File: src/hdl/rgbhsv_pkg.sv
package rgbhsv_pkg;

	// pixel channel widths
	localparam int unsigned CH_W = 8;

	// quotient bits, one division step per cell
	localparam int unsigned QUO_W = 8;

	// hue division: dividend 255*n with n < 6*delta, divisor 6*delta pre-shifted
	localparam int unsigned HUE_REM_W = 19;
	localparam int unsigned HUE_DIV_W = 18;

	// saturation division: dividend 255*delta, divisor max pre-shifted
	localparam int unsigned SAT_REM_W = 16;
	localparam int unsigned SAT_DIV_W = 15;

	// signed hue numerator before wrapping
	localparam int unsigned NUM_W = 12;

	// data carried from one division cell to the next
	typedef struct packed {
		logic [HUE_REM_W-1:0] hue_rem;
		logic [HUE_DIV_W-1:0] hue_div;
		logic [SAT_REM_W-1:0] sat_rem;
		logic [SAT_DIV_W-1:0] sat_div;
		logic [QUO_W-1:0]     hue_quo;
		logic [QUO_W-1:0]     sat_quo;
		logic [CH_W-1:0]      value;
	} stage_t;

endpackage

File: src/hdl/rgbhsv_pix_if.sv
interface rgbhsv_pix_if
	import rgbhsv_pkg::*;
	();
	logic            valid;
	logic            ready;
	logic [CH_W-1:0] red;
	logic [CH_W-1:0] green;
	logic [CH_W-1:0] blue;

	modport source (output valid, output red, output green, output blue, input ready);
	modport sink (input valid, input red, input green, input blue, output ready);
endinterface

interface rgbhsv_hsv_if
	import rgbhsv_pkg::*;
	();
	logic            valid;
	logic            ready;
	logic [CH_W-1:0] hue_out;
	logic [CH_W-1:0] saturation;
	logic [CH_W-1:0] brightness;

	modport source (output valid, output hue_out, output saturation, output brightness,
		input ready);
	modport sink (input valid, input hue_out, input saturation, input brightness,
		output ready);
endinterface

File: src/hdl/rgbhsv_front.sv
module rgbhsv_front
	import rgbhsv_pkg::*;
(
	input  logic            clk,
	input  logic            arst_n,
	input  logic            in_valid,
	output logic            in_ready,
	input  logic [CH_W-1:0] red,
	input  logic [CH_W-1:0] green,
	input  logic [CH_W-1:0] blue,
	output logic            out_valid,
	input  logic            out_ready,
	output stage_t          out_data
);

	logic [CH_W-1:0]      mx;
	logic [CH_W-1:0]      mn;
	logic [CH_W-1:0]      delta;
	logic signed [NUM_W-1:0] num_raw;
	logic signed [NUM_W-1:0] num_wrap;
	logic signed [NUM_W-1:0] d_s;
	logic [NUM_W-2:0]     num;
	logic [HUE_REM_W-1:0] hue_dividend;
	logic [HUE_DIV_W-1:0] hue_divisor;
	logic [SAT_REM_W-1:0] sat_dividend;
	logic [SAT_DIV_W-1:0] sat_divisor;
	logic                 valid_s1;
	stage_t               data_s1;

	// max and min of the three channels
	always_comb begin
		mx = (red > green) ? red : green;
		if (blue > mx) begin
			mx = blue;
		end
		mn = (red < green) ? red : green;
		if (blue < mn) begin
			mn = blue;
		end
		delta = mx - mn;
	end

	// hue numerator by sector, ties go red then green then blue
	always_comb begin
		d_s = signed'({{(NUM_W-CH_W){1'b0}}, delta});
		if (mx == red) begin
			num_raw = signed'({{(NUM_W-CH_W){1'b0}}, green})
				- signed'({{(NUM_W-CH_W){1'b0}}, blue});
		end else if (mx == green) begin
			num_raw = (d_s <<< 1) + signed'({{(NUM_W-CH_W){1'b0}}, blue})
				- signed'({{(NUM_W-CH_W){1'b0}}, red});
		end else begin
			num_raw = (d_s <<< 2) + signed'({{(NUM_W-CH_W){1'b0}}, red})
				- signed'({{(NUM_W-CH_W){1'b0}}, green});
		end
		num_wrap = num_raw[NUM_W-1] ? (num_raw + (d_s <<< 2) + (d_s <<< 1)) : num_raw;
		num = num_wrap[NUM_W-2:0];
	end

	// dividends scaled by 255, divisors aligned to the top quotient bit
	always_comb begin
		if (delta == '0) begin
			hue_dividend = '0;
			hue_divisor  = HUE_DIV_W'(1) << (QUO_W-1);
		end else begin
			hue_dividend = {num, 8'b0} - HUE_REM_W'(num);
			hue_divisor  = (HUE_DIV_W'(delta) << (QUO_W+1)) + (HUE_DIV_W'(delta) << QUO_W);
		end
		sat_dividend = {delta, 8'b0} - SAT_REM_W'(delta);
		if (mx == '0) begin
			sat_divisor = SAT_DIV_W'(1) << (QUO_W-1);
		end else begin
			sat_divisor = SAT_DIV_W'(mx) << (QUO_W-1);
		end
	end

	assign in_ready = !valid_s1 || out_ready;

	// stage register control
	always_ff @(posedge clk or negedge arst_n) begin
		if (!arst_n) begin
			valid_s1 <= 1'b0;
		end else if (in_ready) begin
			valid_s1 <= in_valid;
		end
	end

	// stage register payload
	always_ff @(posedge clk) begin
		if (in_ready && in_valid) begin
			data_s1.hue_rem <= hue_dividend;
			data_s1.hue_div <= hue_divisor;
			data_s1.sat_rem <= sat_dividend;
			data_s1.sat_div <= sat_divisor;
			data_s1.hue_quo <= '0;
			data_s1.sat_quo <= '0;
			data_s1.value   <= mx;
		end
	end

	assign out_valid = valid_s1;
	assign out_data  = data_s1;

	// quotients fit in eight bits: dividend below twice the aligned divisor
	a_quo_range: assert property (@(posedge clk) disable iff (!arst_n)
		valid_s1 |-> ((data_s1.hue_rem < {data_s1.hue_div, 1'b0})
			&& (data_s1.sat_rem < {data_s1.sat_div, 1'b0})))
		else $error("division operand out of range");

endmodule

File: src/hdl/rgbhsv_cell.sv
module rgbhsv_cell
	import rgbhsv_pkg::*;
(
	input  logic   clk,
	input  logic   arst_n,
	input  logic   in_valid,
	output logic   in_ready,
	input  stage_t in_data,
	output logic   out_valid,
	input  logic   out_ready,
	output stage_t out_data
);

	logic   hue_ge;
	logic   sat_ge;
	logic   valid_q;
	stage_t data_q;
	stage_t next;

	// one restoring step on both divisions
	always_comb begin
		hue_ge = in_data.hue_rem >= HUE_REM_W'(in_data.hue_div);
		sat_ge = in_data.sat_rem >= SAT_REM_W'(in_data.sat_div);
		next.hue_rem = hue_ge ? (in_data.hue_rem - HUE_REM_W'(in_data.hue_div))
			: in_data.hue_rem;
		next.sat_rem = sat_ge ? (in_data.sat_rem - SAT_REM_W'(in_data.sat_div))
			: in_data.sat_rem;
		next.hue_div = in_data.hue_div >> 1;
		next.sat_div = in_data.sat_div >> 1;
		next.hue_quo = {in_data.hue_quo[QUO_W-2:0], hue_ge};
		next.sat_quo = {in_data.sat_quo[QUO_W-2:0], sat_ge};
		next.value   = in_data.value;
	end

	assign in_ready = !valid_q || out_ready;

	// cell occupancy
	always_ff @(posedge clk or negedge arst_n) begin
		if (!arst_n) begin
			valid_q <= 1'b0;
		end else if (in_ready) begin
			valid_q <= in_valid;
		end
	end

	// cell payload
	always_ff @(posedge clk) begin
		if (in_ready && in_valid) begin
			data_q <= next;
		end
	end

	assign out_valid = valid_q;
	assign out_data  = data_q;

endmodule

File: src/hdl/rgb_to_hsv_pixel.sv
// rgb to hsv conversion for 8-bit pixels
// throughput: one pixel per clock while result.ready is high; one front stage then a chain
// of eight division cells, each cell resolving one quotient bit of hue and of saturation
// reset: arst_n clears every stage valid bit; payload registers are not reset
module rgb_to_hsv_pixel
	import rgbhsv_pkg::*;
(
	input  logic         clk,
	input  logic         arst_n,
	rgbhsv_pix_if.sink   pixel,
	rgbhsv_hsv_if.source result
);

	logic   valid_c [QUO_W+1];
	logic   ready_c [QUO_W+1];
	stage_t data_c  [QUO_W+1];

	// sector select, scaling and divisor alignment
	rgbhsv_front u_front (
		.clk       (clk),
		.arst_n    (arst_n),
		.in_valid  (pixel.valid),
		.in_ready  (pixel.ready),
		.red       (pixel.red),
		.green     (pixel.green),
		.blue      (pixel.blue),
		.out_valid (valid_c[0]),
		.out_ready (ready_c[0]),
		.out_data  (data_c[0])
	);

	// division chain, most significant quotient bit first
	for (genvar i = 0; i < QUO_W; i++) begin : g_cell
		rgbhsv_cell u_cell (
			.clk       (clk),
			.arst_n    (arst_n),
			.in_valid  (valid_c[i]),
			.in_ready  (ready_c[i]),
			.in_data   (data_c[i]),
			.out_valid (valid_c[i+1]),
			.out_ready (ready_c[i+1]),
			.out_data  (data_c[i+1])
		);
	end

	// result word
	assign result.valid      = valid_c[QUO_W];
	assign ready_c[QUO_W]    = result.ready;
	assign result.hue_out    = data_c[QUO_W].hue_quo;
	assign result.saturation = data_c[QUO_W].sat_quo;
	assign result.brightness = data_c[QUO_W].value;

	// hue stays below a full turn
	a_hue_max: assert property (@(posedge clk) disable iff (!arst_n)
		result.valid |-> (result.hue_out != 8'hff))
		else $error("hue out of range");

	// black pixel has no hue and no saturation
	a_black: assert property (@(posedge clk) disable iff (!arst_n)
		(result.valid && (result.brightness == '0))
			|-> ((result.saturation == '0) && (result.hue_out == '0)))
		else $error("black pixel with hue or saturation");

	// saturation zero exactly for grey implies hue zero
	a_grey: assert property (@(posedge clk) disable iff (!arst_n)
		(result.valid && (result.saturation == '0)) |-> (result.hue_out == '0))
		else $error("grey pixel with hue");

endmodule
File: src/flat_wrapper.sv
// flat-port wrapper written by rule: the top's interface ports become plain ports
module rgb_to_hsv_pixel_flat import rgbhsv_pkg::*;
  (clk, arst_n, pixel_valid, pixel_red, pixel_green, pixel_blue, pixel_ready, result_valid, result_hue_out, result_saturation, result_brightness, result_ready);
  rgbhsv_pix_if pixel_i ();
  rgbhsv_hsv_if result_i ();
  input  logic clk;
  input  logic arst_n;
  input wire logic [$bits(pixel_i.valid)-1:0] pixel_valid;
  input wire logic [$bits(pixel_i.red)-1:0] pixel_red;
  input wire logic [$bits(pixel_i.green)-1:0] pixel_green;
  input wire logic [$bits(pixel_i.blue)-1:0] pixel_blue;
  output wire logic [$bits(pixel_i.ready)-1:0] pixel_ready;
  output wire logic [$bits(result_i.valid)-1:0] result_valid;
  output wire logic [$bits(result_i.hue_out)-1:0] result_hue_out;
  output wire logic [$bits(result_i.saturation)-1:0] result_saturation;
  output wire logic [$bits(result_i.brightness)-1:0] result_brightness;
  input wire logic [$bits(result_i.ready)-1:0] result_ready;
  assign pixel_i.valid = pixel_valid;
  assign pixel_i.red = pixel_red;
  assign pixel_i.green = pixel_green;
  assign pixel_i.blue = pixel_blue;
  assign pixel_ready = pixel_i.ready;
  assign result_valid = result_i.valid;
  assign result_hue_out = result_i.hue_out;
  assign result_saturation = result_i.saturation;
  assign result_brightness = result_i.brightness;
  assign result_i.ready = result_ready;
  rgb_to_hsv_pixel u_core (.clk(clk), .arst_n(arst_n), .pixel(pixel_i), .result(result_i));
endmodule
File: config.mk
export PLATFORM = sky130hd
export DESIGN_NAME = rgb_to_hsv_pixel_flat
export DESIGN_NICKNAME = d
export VERILOG_FILES = /design/src/hdl/rgbhsv_pkg.sv /design/src/hdl/rgbhsv_pix_if.sv /design/src/hdl/rgbhsv_front.sv /design/src/hdl/rgbhsv_cell.sv /design/src/hdl/rgb_to_hsv_pixel.sv /design/src/flat_wrapper.sv
export SDC_FILE = /design/constraint.sdc
export NUM_CORES = 1
export LEC_CHECK = 0
export ABC_AREA = 1
export BUFFER_PORTS_ARGS = -buffer_cell sky130_fd_sc_hd__buf_2
export CAP_MARGIN = 20
export CORE_AREA = 2 2 413 313
export DETAILED_ROUTE_END_ITERATION = 12
export DIE_AREA = 0 0 415 315
export PLACE_DENSITY = 0.68
export SYNTH_ARGS = -nofsm -noshare
export SYNTH_HDL_FRONTEND = slang
export SYNTH_HIERARCHICAL = 1
export SYNTH_SLANG_ARGS = --single-unit
File: constraint.sdc
create_clock -name clk -period 6.4 [get_ports clk]
set_input_delay 1.28 -clock clk [delete_from_list [all_inputs] [get_ports clk]]
set_output_delay 1.28 -clock clk [all_outputs]
set_load 0.02 [all_outputs]
==> impl_metrics.env, run 1 <==
export IMPL_status="complete, but fails checks"
export IMPL_violations="setup timing"
export IMPL_wl_per_cell_um=14.4
export IMPL_clock_latency_ns=0.66
export IMPL_n_antenna_cell=0
export IMPL_max_freq_mhz=114
export IMPL_ys_warn_count=6
export IMPL_grt_pass1_wl_um=178000
export IMPL_portBuffers=53
export IMPL_min_path_type="register to register"
export IMPL_slew_headroom_pct=32.2
export IMPL_hold_start="u_core/g_cell[4].u_cell/out_data[17]$_DFFE_PP_"
export IMPL_routed_wl_um=110000
export IMPL_first_pass_iters=5
export IMPL_r2r_end="u_core/g_cell[0].u_cell/out_data[89]$_DFFE_PP_"
export IMPL_worstPathArrival_ns=9.15
export IMPL_worst_path_max_delay_cell="fa_1"
export IMPL_fin_hold_ws_ns=0.409
export IMPL_ctsHoldBuffers=0
export IMPL_worstMarginPinSlew_ns=1.01
export IMPL_drive_gt1_share_pct=15.4
export IMPL_core_um2=127000
export IMPL_cts_sinks=669
export IMPL_finalCritPeriodShare_pct=137
export IMPL_min_to="u_core/g_cell[5].u_cell/out_data[18]$_DFFE_PP_"
export IMPL_placed_cell_area_um2=49400
export IMPL_synth_cells=5458
export IMPL_crit_type="input pin to register"
export IMPL_dp_hpwl_um=85500
export IMPL_drcViolationCount=0
export IMPL_start_kind="input pin"
export IMPL_boundaryPins=54
export IMPL_grt_pass1_vias=34989
export IMPL_preCtsSetupSlack_ns=-3.37
export IMPL_rows=114
export IMPL_cts_tree="done"
export IMPL_drv_slew=0
export IMPL_reg2reg_slack_ns=3.43
export IMPL_die_h_um=315
export IMPL_area_growth_pct=18.7
export IMPL_clk_pin_slew_worst_paths_ns=0.06
export IMPL_drv_cap=0
export IMPL_design_die_area_um2=131000
export IMPL_finClkSkew_ns=0.0325
export IMPL_finalInstanceArea_um2=53400
export IMPL_cts_path_max_buffers=3
export IMPL_antenna_found_initial=0
export IMPL_r2r_start="u_core/g_cell[7].u_cell/out_valid$_DFFE_PN0N_"
export IMPL_avgViaCountPerCell=4.72
export IMPL_fin_crit_ns=8.75
export IMPL_end_kind="register"
export IMPL_fin_ws_ns=-2.35
export IMPL_die_w_um=415
export IMPL_setup_violations_final=18
export IMPL_reg2regPathDepth=17
export IMPL_syn_cell_area_um2=45000
export IMPL_path_max_fanout=7
export IMPL_whs_path_depth=0
export IMPL_hold_viol=0
export IMPL_initial_core_util_pct=35.4
export IMPL_gp_congestion=0.928
export IMPL_cpPeakStageDelay_ns=0.45
export IMPL_grt_max_degree=87
export IMPL_drtIter0Drc=2300
export IMPL_gr_total_overflow=0
export IMPL_cts_made_buffers=71
export IMPL_syn_area_per_cell_um2=8.25
export IMPL_cts_root_buf="clkbuf_16"
export IMPL_htree_levels=3
export IMPL_rsz0062_at_grt="yes"
export IMPL_ant_nets=0
export IMPL_nets=6306
export IMPL_num_vias=35950
export IMPL_worstPathRequired_ns=6.80
export IMPL_grt_util_all_layers_pct=16.6
stage by stage:
step	setup TNS (ns)	std cells	utilization (%)
floorplan	-35.62	5478	-
global placement	-53.78	7411	38.8
detailed placement	-56.87	7411	38.8
CTS	-29.45	7608	41.5
global route	-37.33	7624	42.0
finish	-30.97	7624	42.0
cell type report:
class	instances	area (um2)
Fill cell	12472	73800
Inverter	882	3350
Tap cell	1682	2100
Sequential cell	669	20000
Timing Repair Buffer	415	3220
Clock inverter	44	549
Clock buffer	83	1840
Multi-Input combinational cell	3849	22300
worst max path at each step:
stage	from	to	slack (ns)
4_1_cts	pixel_red[0]	u_core/u_front/out_data[88]$_SDFFCE_PN0P_	-2.27
5_1_grt	pixel_red[0]	u_core/u_front/out_data[88]$_SDFFCE_PN0P_	-2.74
6_report	pixel_red[0]	u_core/u_front/out_data[90]$_SDFFCE_PN0P_	-2.35
2_1_floorplan	pixel_red[0]	u_core/u_front/out_data[90]$_SDFFCE_PN0P_	-2.74
3_5_place_dp	pixel_red[0]	u_core/u_front/out_data[90]$_SDFFCE_PN0P_	-3.37
3_3_place_gp	pixel_red[0]	u_core/u_front/out_data[90]$_SDFFCE_PN0P_	-3.28
registers in the layout, indices dropped and copies added (netlist names):
register / count
u_core/g_cell.u_cell/out_data: 598
u_core/g_cell.u_cell/out_valid: 8
u_core/u_front/out_data: 62
u_core/u_front/out_valid: 1
cells in the final DEF, fill, tap and decap left out, drive strengths merged, types with 4 or more instances in the layout:
cell type  instances
nor3              27
xor2             129
nand4             51
clkbuf            83
nand3b            63
nor2             359
conb              28
a21boi             4
a21o              12
edfxtp           660
dfrtp              9
xnor2             20
buf              415
nor4               7
clkinvlp           4
bufinv            10
ha               351
fa                39
o21bai            24
nand2           1945
a211oi             5
and2              16
inv              885
a21oi            262
o21ai            119
or2               21
clkinv            27
nand3            363
timing repair:
action / 4_1_cts / 5_1_grt
pin swaps: 99 / 65
gates cloned: 2 / 0
resized for setup: 128 / 102
setup endpoints to repair: 18 / 38
setup buffers: 76 / 20
metal layers:
layer / part of all wire (%) / vias up / global-route usage (%) / wire length, um
met1: 48 / 16581 / 22.9 / 53200
li1: - / 18473 / - / -
met4: 2.3 / 0 / 4.00 / 2520
met3: 3.8 / 179 / 2.36 / 4170
met5: 0 / - / 0 / 0
met2: 46 / 717 / 27.6 / 50200
critical path, delay by kind of cell:
kind / cells / cell delay (ns)
AOI/OAI and AO/OA: 6 / 0.76
xor gates and xnor gates: 1 / 0.13
adders and majority gates: 10 / 2.97
buffers and inverters: 11 / 0.83
and+or+nand+nor: 33 / 3.17
Power of run 1 is not shown: default switching activity piles up to over one toggle a cycle in this logic, so the estimate is an artifact.
==> run 2, diff against run 1 <==
- ABC_CLOCK_PERIOD_IN_PS: unset -> 6400
- SETUP_SLACK_MARGIN: unset -> 0.05
==> run 2 against run 1 <==
Net effect:
- the run still ends with setup timing left
- sequential cell count stayed put
- fmax hardly changed
- via count up 0.10%
- non-clock buffer count increased by 2
- final area about the same
- worst hold slack worse by 0.00087 ns
- setup slack worse by 0.0040 ns
- clock skew rose by 0.00082 ns
- global-route usage stayed put
- wire length about the same
- final cell count barely moved
- register-to-register slack about the same
- critical path type unchanged
==> impl_metrics.env, run 2 (synthesis results as in run 1) <==
export IMPL_finalCritPeriodShare_pct=137
export IMPL_fillers=12473
export IMPL_finClkSkew_ns=0.0333
export IMPL_rsz0062_at_grt="yes"
export IMPL_fin_ws_ns=-2.35
export IMPL_gp_congestion=0.928
export IMPL_placed_cell_area_um2=49400
export IMPL_cpPeakStageDelay_ns=0.45
export IMPL_path_max_fanout=7
export IMPL_die_h_um=315
export IMPL_r2r_end="u_core/g_cell[0].u_cell/out_data[69]$_DFFE_PP_"
export IMPL_violations="setup timing"
export IMPL_drcViolationCount=0
export IMPL_slew_headroom_pct=32.5
export IMPL_gr_total_overflow=0
export IMPL_cts_path_max_buffers=3
export IMPL_fin_crit_ns=8.75
export IMPL_drive_gt1_share_pct=15.5
export IMPL_setup_violations_final=18
export IMPL_num_vias=35986
export IMPL_largest_reg_flops=598
export IMPL_cts_made_buffers=71
export IMPL_drv_cap=0
export IMPL_ctsHoldBuffers=0
export IMPL_initial_core_util_pct=35.4
export IMPL_min_path_type="register to register"
export IMPL_area_growth_pct=18.8
export IMPL_start_kind="input pin"
export IMPL_grt_pass1_wl_um=178000
export IMPL_grt_util_all_layers_pct=16.6
export IMPL_design_die_area_um2=131000
export IMPL_nets=6308
export IMPL_grt_max_degree=87
export IMPL_crit_end="u_core/u_front/out_data[90]$_SDFFCE_PN0P_"
export IMPL_n_antenna_cell=0
export IMPL_antenna_found_initial=0
export IMPL_core_um2=127000
export IMPL_grt_busiest_layer="met2"
export IMPL_die_w_um=415
export IMPL_htree_levels=3
export IMPL_worst_path_max_delay_cell="fa_1"
export IMPL_cts_sinks=669
export IMPL_first_pass_iters=9
export IMPL_r2r_start="u_core/g_cell[7].u_cell/out_valid$_DFFE_PN0N_"
export IMPL_end_kind="register"
export IMPL_hold_viol=0
export IMPL_crit_type="input pin to register"
export IMPL_fin_setup_tns_ns=-31.09
export IMPL_worstPathArrival_ns=9.16
export IMPL_worstMarginPinSlew_ns=1.01
export IMPL_clk_pin_slew_worst_paths_ns=0.06
export IMPL_rows=114
export IMPL_cts_root_buf="clkbuf_16"
export IMPL_dp_hpwl_um=85500
export IMPL_boundaryPins=54
export IMPL_max_freq_mhz=114
export IMPL_mostFrequentLayoutCells="nand2_1 (1857), inv_1 (813), edfxtp_1 (660), nand3_1 (346), buf_4 (326)"
export IMPL_avgViaCountPerCell=4.72
export IMPL_drtIter0Drc=2405
export IMPL_startpoint="pixel_red[0]"
export IMPL_wl_per_cell_um=14.4
export IMPL_use_met2_pct=27.6
export IMPL_layout_commonest_cell="nand2_1"
export IMPL_reg2reg_slack_ns=3.44
export IMPL_clock_latency_ns=0.67
export IMPL_worstPathRequired_ns=6.80
export IMPL_status="complete, but fails checks"
export IMPL_routed_wl_um=110000
export IMPL_finalInstanceArea_um2=53500
export IMPL_drv_slew=0
export IMPL_ant_nets=0
export IMPL_grt_use_met1_pct=22.9
export IMPL_grtUsageMet3_pct=2.36
export IMPL_cts_tree="done"
export IMPL_portBuffers=53
export IMPL_reg2regPathDepth=17
export IMPL_grt_pass1_vias=34989
-- run 2: critical path, delay by kind of cell --
family / cells / cell delay, ns
AOI/OAI and AO/OA: 6 / 0.76
and+or+nand+nor: 33 / 3.16
buffers and inverters: 11 / 0.83
xor gates and xnor gates: 1 / 0.13
adders and majority gates: 10 / 2.97
-- run 2: layout make-up --
type                    instances  area, um2  share of cell area [%]
flip-flops and latches        669      20000                    37.5
well taps                    1682       2100                    3.93
multi-input cells            3849      22400                    41.8
inverters                     882       3350                    6.26
clock inverters                44        549                    1.03
clock buffers                  83       1840                    3.44
repair buffers                417       3230                    6.04
-- run 2: metrics by stage --
stage	worst slack (ns)	utilization (%)	hold WS [ns]	instances
floorplan	-2.74	-	0.400	5478
CTS	-2.27	41.5	0.412	7608
detailed placement	-3.37	38.8	0.405	7411
finish	-2.35	42.0	0.408	7626
global route	-2.74	42.0	0.420	7626
global placement	-3.28	38.8	0.402	7411
-- run 2: worst min path at each step --
stage	startpoint	to	cells past startpoint
after floorplan	u_core/u_front/out_data[0]$_DFFE_PP_	u_core/g_cell[0].u_cell/out_data[0]$_DFFE_PP_	0
after global placement	u_core/g_cell[4].u_cell/out_data[18]$_DFFE_PP_	u_core/g_cell[5].u_cell/out_data[19]$_DFFE_PP_	0
after detailed placement	u_core/g_cell[0].u_cell/out_data[5]$_DFFE_PP_	u_core/g_cell[1].u_cell/out_data[5]$_DFFE_PP_	0
after CTS	u_core/g_cell[3].u_cell/out_data[6]$_DFFE_PP_	u_core/g_cell[4].u_cell/out_data[6]$_DFFE_PP_	0
after global routing	u_core/g_cell[3].u_cell/out_data[19]$_DFFE_PP_	u_core/g_cell[4].u_cell/out_data[20]$_DFFE_PP_	0
final	u_core/g_cell[4].u_cell/out_data[17]$_DFFE_PP_	u_core/g_cell[5].u_cell/out_data[18]$_DFFE_PP_	0
-- run 2: metal layers --
metal	vias to the layer above	part of all wire [%]
met2	703	46
met1	16621	48
met5	-	0
met4	0	2.3
li1	18483	-
met3	179	3.7
-- run 2: timing repair --
item	CTS	global route
buffers inserted	76	21
setup endpoints to repair	18	39
gates cloned	2	1
pin swaps	99	69
resized for setup	128	108
Power of run 2 is left out for the same reason.
